===== src/hw/rtl/sss_pkg.sv =====
`default_nettype none

package sss_pkg;

  // digits per bank
  localparam int unsigned NUM_DIGITS = 5;
  localparam int unsigned DIGIT_W    = 3;
  localparam int unsigned SEG_W      = 8;
  localparam int unsigned COUNT_W    = 8;
  localparam int unsigned CODE_W     = 3;
  localparam int unsigned CFG_IDX_W  = 2;

  // data bits are presented on even counts below this
  localparam logic [COUNT_W-1:0] DATA_TICK_LIMIT = 8'd20;

  localparam logic [COUNT_W-1:0] TICKS_PER_DIGIT_RST = 8'd75;
  localparam logic [COUNT_W-1:0] LATCH_TICK_RST      = 8'd16;
  localparam logic [DIGIT_W-1:0] LAST_DIGIT_RST      = 3'd4;
  localparam logic [SEG_W-1:0]   METER_DIGIT0_RST    = 8'hFF;

  typedef enum logic [CFG_IDX_W-1:0] {
    CFG_TICKS_PER_DIGIT = 2'd0,
    CFG_LATCH_TICK      = 2'd1,
    CFG_LAST_DIGIT      = 2'd2
  } cfg_reg_t;

  typedef enum logic {
    MODE_TICK  = 1'b0,
    MODE_WRITE = 1'b1
  } mode_t;

  typedef enum logic [1:0] {
    SEL_NONE  = 2'd0,
    SEL_DEC   = 2'd1,
    SEL_METER = 2'd2,
    SEL_SPARE = 2'd3
  } bank_sel_t;

  // strobe code of the decimal bank per digit
  function automatic logic [CODE_W-1:0] dec_code(input logic [DIGIT_W-1:0] digit);
    logic [CODE_W-1:0] code;
    unique case (digit)
      3'd0:    code = 3'd0;
      3'd1:    code = 3'd1;
      3'd2:    code = 3'd2;
      3'd3:    code = 3'd6;
      3'd4:    code = 3'd4;
      default: code = 3'd0;
    endcase
    return code;
  endfunction

  // strobe code of the meter bank per digit
  function automatic logic [CODE_W-1:0] meter_code(input logic [DIGIT_W-1:0] digit);
    logic [CODE_W-1:0] code;
    unique case (digit)
      3'd0:    code = 3'd1;
      3'd1:    code = 3'd2;
      3'd2:    code = 3'd6;
      3'd3:    code = 3'd5;
      3'd4:    code = 3'd3;
      default: code = 3'd0;
    endcase
    return code;
  endfunction

endpackage

`default_nettype wire


===== src/hw/rtl/seven_segment_scan_shifter_unit.sv =====
`default_nettype none
// path: an accepted tick passes through the read stage and then the output register
// throughput: one transaction per cycle, ticks and writes alike, unless the result channel
//   stalls; the single read port of each segment memory is read once per tick
// reset: synchronous, active high; counters, held outputs and registers take their
//   defaults and both segment memories read as their default contents at once
module seven_segment_scan_shifter_unit (
  input  wire                          clk,
  input  wire                          rst,
  // item channel
  input  wire                          in_valid,
  output logic                         in_ready,
  input  wire                          mode,
  input  wire  [sss_pkg::SEG_W-1:0]    char_value,
  input  wire  [sss_pkg::DIGIT_W-1:0]  digit_position,
  input  wire  [1:0]                   display_select,
  // result channel
  output logic                         out_valid,
  input  wire                          out_ready,
  output logic                         shift_clock,
  output logic                         latch_pulse,
  output logic                         data_dec,
  output logic                         data_meter,
  output logic [sss_pkg::CODE_W-1:0]   strobe_dec,
  output logic [sss_pkg::CODE_W-1:0]   strobe_meter,
  // configuration channel
  input  wire                          cfg_valid,
  output logic                         cfg_ready,
  input  wire  [sss_pkg::CFG_IDX_W-1:0] cfg_index,
  input  wire  [sss_pkg::COUNT_W-1:0]  cfg_data
);
  import sss_pkg::*;

  // configuration registers
  logic [COUNT_W-1:0] ticks_per_digit;
  logic [COUNT_W-1:0] latch_tick;
  logic [DIGIT_W-1:0] last_digit;

  // scan counters, updated when a tick is accepted
  logic [COUNT_W-1:0] tick_count;
  logic [COUNT_W-1:0] tick_count_next;
  logic [DIGIT_W-1:0] digit_index;
  logic [DIGIT_W-1:0] digit_index_next;
  logic [COUNT_W-1:0] count_inc;
  logic [DIGIT_W-1:0] digit_inc;

  // segment memories with per-entry written flags
  logic [SEG_W-1:0] dec_mem   [NUM_DIGITS];
  logic [SEG_W-1:0] meter_mem [NUM_DIGITS];
  logic [NUM_DIGITS-1:0] dec_vld;
  logic [NUM_DIGITS-1:0] meter_vld;
  logic [SEG_W-1:0] dec_rd;
  logic [SEG_W-1:0] meter_rd;
  logic             dec_rd_vld;
  logic             meter_rd_vld;

  // read stage: tick waiting for its memory data
  logic               s1_valid;
  logic               s1_latch;
  logic               s1_data_en;
  logic [3:0]         s1_shift;
  logic [DIGIT_W-1:0] s1_digit;

  logic in_fire;
  logic tick_fire;
  logic wr_fire;
  logic wr_in_range;
  logic out_free;
  logic s1_adv;

  logic [SEG_W-1:0]  dec_byte;
  logic [SEG_W-1:0]  meter_byte;
  logic              data_dec_next;
  logic              data_meter_next;
  logic [CODE_W-1:0] strobe_dec_next;
  logic [CODE_W-1:0] strobe_meter_next;

  // handshakes: the output register frees the read stage, which frees the input
  assign cfg_ready   = 1'b1;
  assign out_free    = !out_valid || out_ready;
  assign s1_adv      = s1_valid && out_free;
  assign in_ready    = !s1_valid || out_free;
  assign in_fire     = in_valid && in_ready;
  assign tick_fire   = in_fire && (mode == MODE_TICK);
  assign wr_fire     = in_fire && (mode == MODE_WRITE);
  assign wr_in_range = ({1'b0, digit_position} < 4'(NUM_DIGITS));

  // configuration writes; unknown indexes are dropped
  always_ff @(posedge clk) begin
    if (rst) begin
      ticks_per_digit <= TICKS_PER_DIGIT_RST;
      latch_tick      <= LATCH_TICK_RST;
      last_digit      <= LAST_DIGIT_RST;
    end else if (cfg_valid && cfg_ready) begin
      unique case (cfg_index)
        CFG_TICKS_PER_DIGIT: ticks_per_digit <= cfg_data;
        CFG_LATCH_TICK:      latch_tick      <= cfg_data;
        CFG_LAST_DIGIT:      last_digit      <= cfg_data[DIGIT_W-1:0];
        default:             ;
      endcase
    end
  end

  // count first, then the period check, then the digit wrap
  always_comb begin
    count_inc        = tick_count + 8'd1;
    digit_inc        = digit_index + 3'd1;
    tick_count_next  = count_inc;
    digit_index_next = digit_index;
    if (count_inc == ticks_per_digit) begin
      tick_count_next  = '0;
      digit_index_next = digit_inc;
      if (digit_inc > last_digit || {1'b0, digit_inc} >= 4'(NUM_DIGITS)) begin
        digit_index_next = '0;
      end
    end
  end

  always_ff @(posedge clk) begin
    if (rst) begin
      tick_count  <= '0;
      digit_index <= '0;
    end else if (tick_fire) begin
      tick_count  <= tick_count_next;
      digit_index <= digit_index_next;
    end
  end

  // memory port: at most one write per write transaction, one read per tick; both come
  // from accepted transactions, so a read never meets a write of the same cycle
  always_ff @(posedge clk) begin
    if (wr_fire && wr_in_range) begin
      if (display_select == SEL_DEC) begin
        dec_mem[digit_position] <= char_value;
      end
      if (display_select == SEL_METER) begin
        meter_mem[digit_position] <= char_value;
      end
    end
    if (tick_fire) begin
      dec_rd   <= dec_mem[digit_index_next];
      meter_rd <= meter_mem[digit_index_next];
    end
  end

  // written flags stand in for the reset contents of the memories
  always_ff @(posedge clk) begin
    if (rst) begin
      dec_vld      <= '0;
      meter_vld    <= '0;
      dec_rd_vld   <= 1'b0;
      meter_rd_vld <= 1'b0;
    end else begin
      if (wr_fire && wr_in_range) begin
        if (display_select == SEL_DEC) begin
          dec_vld[digit_position] <= 1'b1;
        end
        if (display_select == SEL_METER) begin
          meter_vld[digit_position] <= 1'b1;
        end
      end
      if (tick_fire) begin
        dec_rd_vld   <= dec_vld[digit_index_next];
        meter_rd_vld <= meter_vld[digit_index_next];
      end
    end
  end

  // read stage bookkeeping, decided on the new count
  always_ff @(posedge clk) begin
    if (rst) begin
      s1_valid <= 1'b0;
    end else if (in_fire) begin
      s1_valid <= tick_fire;
    end else if (s1_adv) begin
      s1_valid <= 1'b0;
    end
  end

  always_ff @(posedge clk) begin
    if (tick_fire) begin
      s1_latch   <= (tick_count_next == latch_tick);
      s1_data_en <= (tick_count_next < DATA_TICK_LIMIT) && !tick_count_next[0];
      s1_shift   <= tick_count_next[4:1];
      s1_digit   <= digit_index_next;
    end
  end

  // unwritten entries read as their reset contents
  always_comb begin
    dec_byte   = dec_rd_vld ? dec_rd : '0;
    meter_byte = meter_rd;
    if (!meter_rd_vld) begin
      meter_byte = (s1_digit == '0) ? METER_DIGIT0_RST : '0;
    end

    // shift of 8 or 9 presents a zero
    data_dec_next   = data_dec;
    data_meter_next = data_meter;
    if (s1_data_en) begin
      data_dec_next   = !s1_shift[3] && dec_byte[s1_shift[2:0]];
      data_meter_next = !s1_shift[3] && meter_byte[s1_shift[2:0]];
    end

    strobe_dec_next   = strobe_dec;
    strobe_meter_next = strobe_meter;
    if (s1_latch) begin
      strobe_dec_next   = dec_code(s1_digit);
      strobe_meter_next = meter_code(s1_digit);
    end
  end

  // output register doubles as the held display state
  always_ff @(posedge clk) begin
    if (rst) begin
      out_valid    <= 1'b0;
      shift_clock  <= 1'b0;
      latch_pulse  <= 1'b0;
      data_dec     <= 1'b0;
      data_meter   <= 1'b0;
      strobe_dec   <= '0;
      strobe_meter <= '0;
    end else if (s1_adv) begin
      out_valid    <= 1'b1;
      shift_clock  <= !shift_clock;
      latch_pulse  <= s1_latch;
      data_dec     <= data_dec_next;
      data_meter   <= data_meter_next;
      strobe_dec   <= strobe_dec_next;
      strobe_meter <= strobe_meter_next;
    end else if (out_ready) begin
      out_valid <= 1'b0;
    end
  end

endmodule
`default_nettype wire


===== config.mk =====
export PLATFORM = sky130hd
export DESIGN_NAME = seven_segment_scan_shifter_unit
export DESIGN_NICKNAME = d
export VERILOG_FILES = /design/src/hw/rtl/sss_pkg.sv /design/src/hw/rtl/seven_segment_scan_shifter_unit.sv
export SDC_FILE = /design/constraint.sdc
export NUM_CORES = 1
export LEC_CHECK = 0
export ABC_AREA = 1
export BUFFER_PORTS_ARGS = -buffer_cell sky130_fd_sc_hd__clkbuf_2
export CORE_ASPECT_RATIO = 1.75
export CORE_UTILIZATION = 25
export CTS_CLUSTER_DIAMETER = 30
export DETAILED_ROUTE_END_ITERATION = 7
export GPL_TIMING_DRIVEN = 0
export SKIP_LAST_GASP = 1
export SYNTH_ARGS = -nofsm -noshare
export SYNTH_HDL_FRONTEND = slang
export SYNTH_SLANG_ARGS = --single-unit

===== constraint.sdc =====
create_clock -name clk -period 2.2 [get_ports clk]
set_input_delay 0.44 -clock clk [delete_from_list [all_inputs] [get_ports clk]]
set_output_delay 0.44 -clock clk [all_outputs]
set_load 0.03 [all_outputs]

### Word-level counts from Yosys, hierarchy flattened

Memory sizes are Yosys's and may differ from the RTL's. A register that Yosys moved wholly into a read port is not among the register bits.
Cells that the tools add are included.
W data, S select, Z words.

* memories: 2
* logic and storage cells: 102
* RAM bits: 80
* register bits after elaboration: 63
* input bits: 29

* multiplexer cells: 28
* magnitude comparators: 8
* add/subtract/negate cells: 2
* reductions and logical operators: 28
* equality and inequality tests: 10
* bitwise logic cells: 3

Memories
* dec_mem: depth 5, width 8, rd ports 1, clocked after Yosys merged registers in 1, write ports 1, RTL line seven_segment_scan_shifter_unit.sv:48 `logic [SEG_W-1:0] dec_mem [NUM_DIGITS];`
* meter_mem: depth 5, width 8, rd ports 1, clocked after Yosys merged registers in 1, write ports 1, RTL line seven_segment_scan_shifter_unit.sv:49 `logic [SEG_W-1:0] meter_mem [NUM_DIGITS];`

Operators by type and width (count)
* $mux W8: 4
* $eq A8 B8 Y1: 2
* $mux W1: 15
* $pmux W3 S5: 1
* $reduce_and A2 Y1: 7
* $bmux W1 S3: 4
* $lt A3 B4 Y1 const B: 3
* $pmux W3 S4: 1
* $or A5 B5 Y5: 2
* $logic_and A1 B1 Y1: 9
* $add A8 B1 Y8 const B: 1
* $lt A8 B5 Y1 const B: 1
* $eq A3 B2 Y1 const B: 2
* $mux W3: 2
* $logic_not A1 Y1: 5
* $eq A2 B1 Y1 const B: 2
* $eq A2 B2 Y1 const B: 2
* $reduce_bool A2 Y1: 2
* $add A3 B1 Y3 const B: 1
* $demux W1 S3: 1
* $eq A3 B1 Y1 const B: 1
* $eq A3 B3 Y1 const B: 1
* $ge A3 B1 Y1 const B: 1
* $ge A3 B3 Y1 const B: 1
* other kinds (6): 8

### Longest topological paths before layout

* depth after elaboration: 8
* depth in mapped cells: 21
* gate-level depth less buffers: 19

### Worst setup path before layout

No wires, ideal clock.

* path type: input port to flip-flop
* start point: input port out_ready
* end point: register dec_rd[0], read port of dec_mem, enable pin
* library setup time: 0.399 ns
* setup slack: -0.230 ns
* arrival: 2.031 ns
* path buffers: 1
* data required time: 1.801 ns
* cell stages on the path: 7
* cells stage by stage: inv_1 nand2_1 nor2_1 inv_1 nand2_1 nor2_1 clkbuf_1

* cells in the longest elaborated chain, start to end: 4

RTL lines
* start: declaration: RTL line seven_segment_scan_shifter_unit.sv:19 `input wire out_ready,`
* $logic_or A1 B1 Y1: RTL line seven_segment_scan_shifter_unit.sv:80 `assign out_free = !out_valid || out_ready;`
* $logic_or A1 B1 Y1: RTL line seven_segment_scan_shifter_unit.sv:82 `assign in_ready = !s1_valid || out_free;`
* named net in_ready: RTL line seven_segment_scan_shifter_unit.sv:12 `output logic in_ready,`
* $logic_and A1 B1 Y1: RTL line seven_segment_scan_shifter_unit.sv:83 `assign in_fire = in_valid && in_ready;`
* $logic_and A1 B1 Y1: RTL line seven_segment_scan_shifter_unit.sv:84 `assign tick_fire = in_fire && (mode == MODE_TICK);`
* named net tick_fire: RTL line seven_segment_scan_shifter_unit.sv:65 `logic tick_fire;`
* end: declaration: RTL line seven_segment_scan_shifter_unit.sv:52 `logic [SEG_W-1:0] dec_rd;`

The timed path passes the listed nets, and every way through them passes these cells.
A chain may end at the register's enable or synchronous reset.

### Worst setup path in the final report

* start point: register digit_index[0]
* end point: register dec_rd[7], read port of dec_mem, data pin

* cells in the longest elaborated chain, start to end: 5

RTL lines
* start: declaration: RTL line seven_segment_scan_shifter_unit.sv:42 `logic [DIGIT_W-1:0] digit_index;`
* start signal: assignment: RTL line seven_segment_scan_shifter_unit.sv:125 `digit_index <= digit_index_next;`
* $add A3 B1 Y3: RTL line seven_segment_scan_shifter_unit.sv:107 `digit_inc = digit_index + 3'd1;`
* $gt A3 B3 Y1 / $ge A3 B3 Y1 (equally long branches): RTL line seven_segment_scan_shifter_unit.sv:113 `if (digit_inc > last_digit || {1'b0, digit_inc} >= 4'(NUM_DIGITS)) begin`
* $logic_or A1 B1 Y1: RTL line seven_segment_scan_shifter_unit.sv:113
* $mux W3: RTL line seven_segment_scan_shifter_unit.sv:113
* $mux W3 (*): RTL line seven_segment_scan_shifter_unit.sv:110 `if (count_inc == ticks_per_digit) begin`

Mark *: on every way between the ends. The rest lies on a longest branch, timed or not.

==> flow_summary.json <==
{
  "rrSetupSlack_ns": -0.38,
  "wl_met2_um": 9880,
  "setup_tns_ns": -5.76,
  "wl_met1_um": 6110,
  "comb_power_share_pct": 9.9,
  "grt_max_degree": 35,
  "status": "finished with violations",
  "synth_edf_count": 105,
  "die_w_um": 128,
  "clock_latency_ns": 0.43,
  "layout_setup_ws_ns": -0.376,
  "portBuffers": 40,
  "synth_area_mm2": 0.00698,
  "dp.cells": 1123,
  "path_class": "register to register",
  "num-nets-final": 829,
  "layout.cells.non_filler": 1176,
  "worstRegToRegCells": 14,
  "ios": 42,
  "routed-via-count": 5158,
  "drt-total-wl_um": 17400,
  "wl_met3_um": 462,
  "grt_usage_pct": 12.6,
  "timing.rr.start": "digit_index[0]",
  "cts-htree-levels": 4,
  "area_delta_synth_final_pct": 26.1,
  "swShare_pct": 23.5,
  "drive_above_1_share_pct": 23.2,
  "cp-end-kind": "register",
  "clock_path_buffers": 2,
  "skew_ns": 0.0116,
  "yosysWarnings": 0,
  "die_area_mm2": 0.0286,
  "cp_data_required_time_ns": 2.38,
  "period_share_pct": 117,
  "hp-class": "input port to register",
  "cts-root-buf": "clkbuf_16",
  "start_kind": "register",
  "syn_inst": 714,
  "violations": "setup timing",
  "drv_slew": 0,
  "core_area_mm2": 0.0273,
  "grt.overflow.total": 0,
  "wire_per_inst_um": 14.8,
  "firstDrtPassIters": 4,
  "place_congestion": 0.879,
  "preCtsSetupSlack_ns": -0.559,
  "clkPwrFrac_pct": 42.0,
  "clk_pin_slew_ns": 0.06,
  "synth.avg_cell_area_um2": 9.78,
  "final_antenna_net_count": 0,
  "top_layer_used": "met4",
  "whs_ns": 0.254,
  "power_frac_seq_pct": 48.1,
  "clock-sinks": 159,
  "slew_headroom_pct": 44.1,
  "whs_path_depth": 3,
  "switchingPower_w": 0.00162,
  "fin_crit_ns": 2.58,
  "ir_worst_vdd_uv": 597,
  "numCtsBuffers": 17,
  "synthTopCellsByArea": "edfxtp_1, dfxtp_1, nand2_1",
  "crit_arrival_ns": 2.75,
  "internal_power_w": 0.00528,
  "max_cap_violations": 0,
  "drt-initial-drc-count": 238,
  "r2r_end": "dec_rd[7]",
  "ys_types": 39,
  "yosys.area.top_type": "edfxtp_1",
  "tightest_slew_ns": 0.832,
  "hold_buffers": 0,
  "p_per_area_mw_per_mm2": 784,
  "fin_util_pct": 32.2,
  "fmax_mhz": 388,
  "crit_path_max_fanout": 10,
  "holdPathEnd": "latch_tick[4]",
  "min-delay-start": "cfg_data[4]",
  "setup_viol_count_final": 20,
  "hold_viol": 0,
  "rsz0062_at_grt": "true",
  "synth_top_area_share_pct": 45.2,
  "worstSetupStartpoint": "digit_index[0]",
  "yosysSeqAreaShare_pct": 60.7,
  "die_y_um": 223,
  "row_count": 80,
  "ys_ff_latch": 159,
  "grt_first_pass_wirelength_um": 26700,
  "async_flop_share_pct": 0,
  "syn_nets": 749,
  "antenna_found_initial": 1,
  "viasPerCell": 4.39,
  "tritoncts": "yes",
  "n_fill_cell": 2731,
  "start_util_pct": 25.5,
  "drcViolationCount": 0,
  "grt_pass1_vias": 5153,
  "synth-main-ff-cell": "edfxtp_1",
  "detailed_place_hpwl_um": 12400,
  "p_leak_nw": 3.39
}
==> stage by stage <==
step	instance area, um2	total power, W
finish	8800	0.00690
global placement	7680	0.00395
global route	8800	0.00715
detailed placement	7680	0.00396
CTS	8520	0.00691
floorplan	7010	0.00376
==> area by class of cell <==
cell class	instances	area (um2)	area share [%]
Antenna cell	1	2.50	0.0284
Inverter	86	338	3.84
Tap cell	369	462	5.25
Clock inverter	11	139	1.58
Clock buffer	20	437	4.96
Multi-Input combinational cell	446	2590	29.4
Sequential cell	159	4260	48.3
Buffer	24	203	2.30
Timing Repair Buffer	60	379	4.31
==> logic make-up (layout without fill, tap and decap cells) <==
group,after synthesis,in the layout,synth area share (%)
DFF,159,159,60.7
other,1,2,0.0537
and+or+nand+nor,288,289,18.7
xor gates and xnor gates,9,9,1.13
buffers and inverters,110,201,6.78
adders and majority gates,6,6,1.08
AOI/OAI and AO/OA,141,141,11.6
==> per-layer routing <==
layer  up-vias  global-route usage, %
met2       101                   24.7
met3        45                   2.33
met4         0                   8.27
met1      2448                   11.5
li1       2564                      -
met5         -                      0
==> registers in the layout, summed over array words and instances (netlist names), 3 cells and up <==
signal           cells
digit_index          3
s1_shift             4
latch_tick           8
meter_vld            5
s1_digit             3
tick_count           8
ticks_per_digit      8
dec_mem             40
dec_vld              5
meter_rd             8
strobe_meter         3
dec_rd               8
meter_mem           40
last_digit           3
strobe_dec           3
==> placed cells by master, fill, tap and decap left out, drive strengths merged, types with 8 or more instances in the layout <==
master / instances
xor2: 8
or2: 17
o211ai: 20
o21ai: 65
a21oi: 39
nand2: 165
inv: 87
dfxtp: 54
clkbuf: 68
buf: 36
nor2: 52
o21a: 10
nand3: 38
edfxtp: 105
==> critical path, stage by stage (launching register included) <==
cell,delay (ns)
dfxtp_4,0.36
ha_4,0.17
xor2_4,0.17
ha_4,0.29
nand2_1,0.05
o21ai_1,0.12
nand2_1,0.12
nand3_2,0.10
nand3b_1,0.18
nand2_4,0.12
buf_6,0.17
o211ai_1,0.22
nand2_1,0.12
nand2_1,0.09
nand2_1,0.05
==> synth_stat cells, types with 4 or more instances <==
cell type	count
xor2_1	8
buf_6	6
nor2_1	43
clkbuf_1	8
dfxtp_1	54
o21a_1	10
nor2_2	7
nand3_1	34
or2_1	17
edfxtp_1	105
nor3_1	6
inv_1	84
buf_2	7
o21ai_1	18
nand3_2	4
o21ai_0	47
nand2_1	150
ha_1	6
nand3b_1	4
nand2_2	13
a21oi_1	37
nand4_1	6
o211ai_1	20
==> worst max path at each step <==
stage | end | slack [ns] | depth (start not counted)
2_1_floorplan | meter_rd[1] | -0.13 | 17
3_3_place_gp | dec_rd[7] | -0.56 | 15
3_5_place_dp | dec_rd[7] | -0.56 | 15
4_1_cts | dec_rd[7] | -0.33 | 14
5_1_grt | dec_rd[7] | -0.48 | 15
6_report | dec_rd[7] | -0.38 | 14
==> timing repair <==
action,4_1_cts,5_1_grt
endpoints found under the setup margin,102,132
buffers inserted,6,13
resized for setup,57,49
gates cloned,2,0
hold endpoints to repair,0,0
pin swaps,14,11
==> power groups by stage <==
stage | clock network, W | registers, W | logic [W]
global route | 0.00306 | 0.00332 | 0.000764
CTS | 0.00294 | 0.00332 | 0.000649
finish | 0.00290 | 0.00332 | 0.000686
global placement | 0 | 0.00338 | 0.000574
detailed placement | 0 | 0.00338 | 0.000584
floorplan | 0 | 0.00337 | 0.000387
No activity file was read; power rests on OpenSTA's default activity.
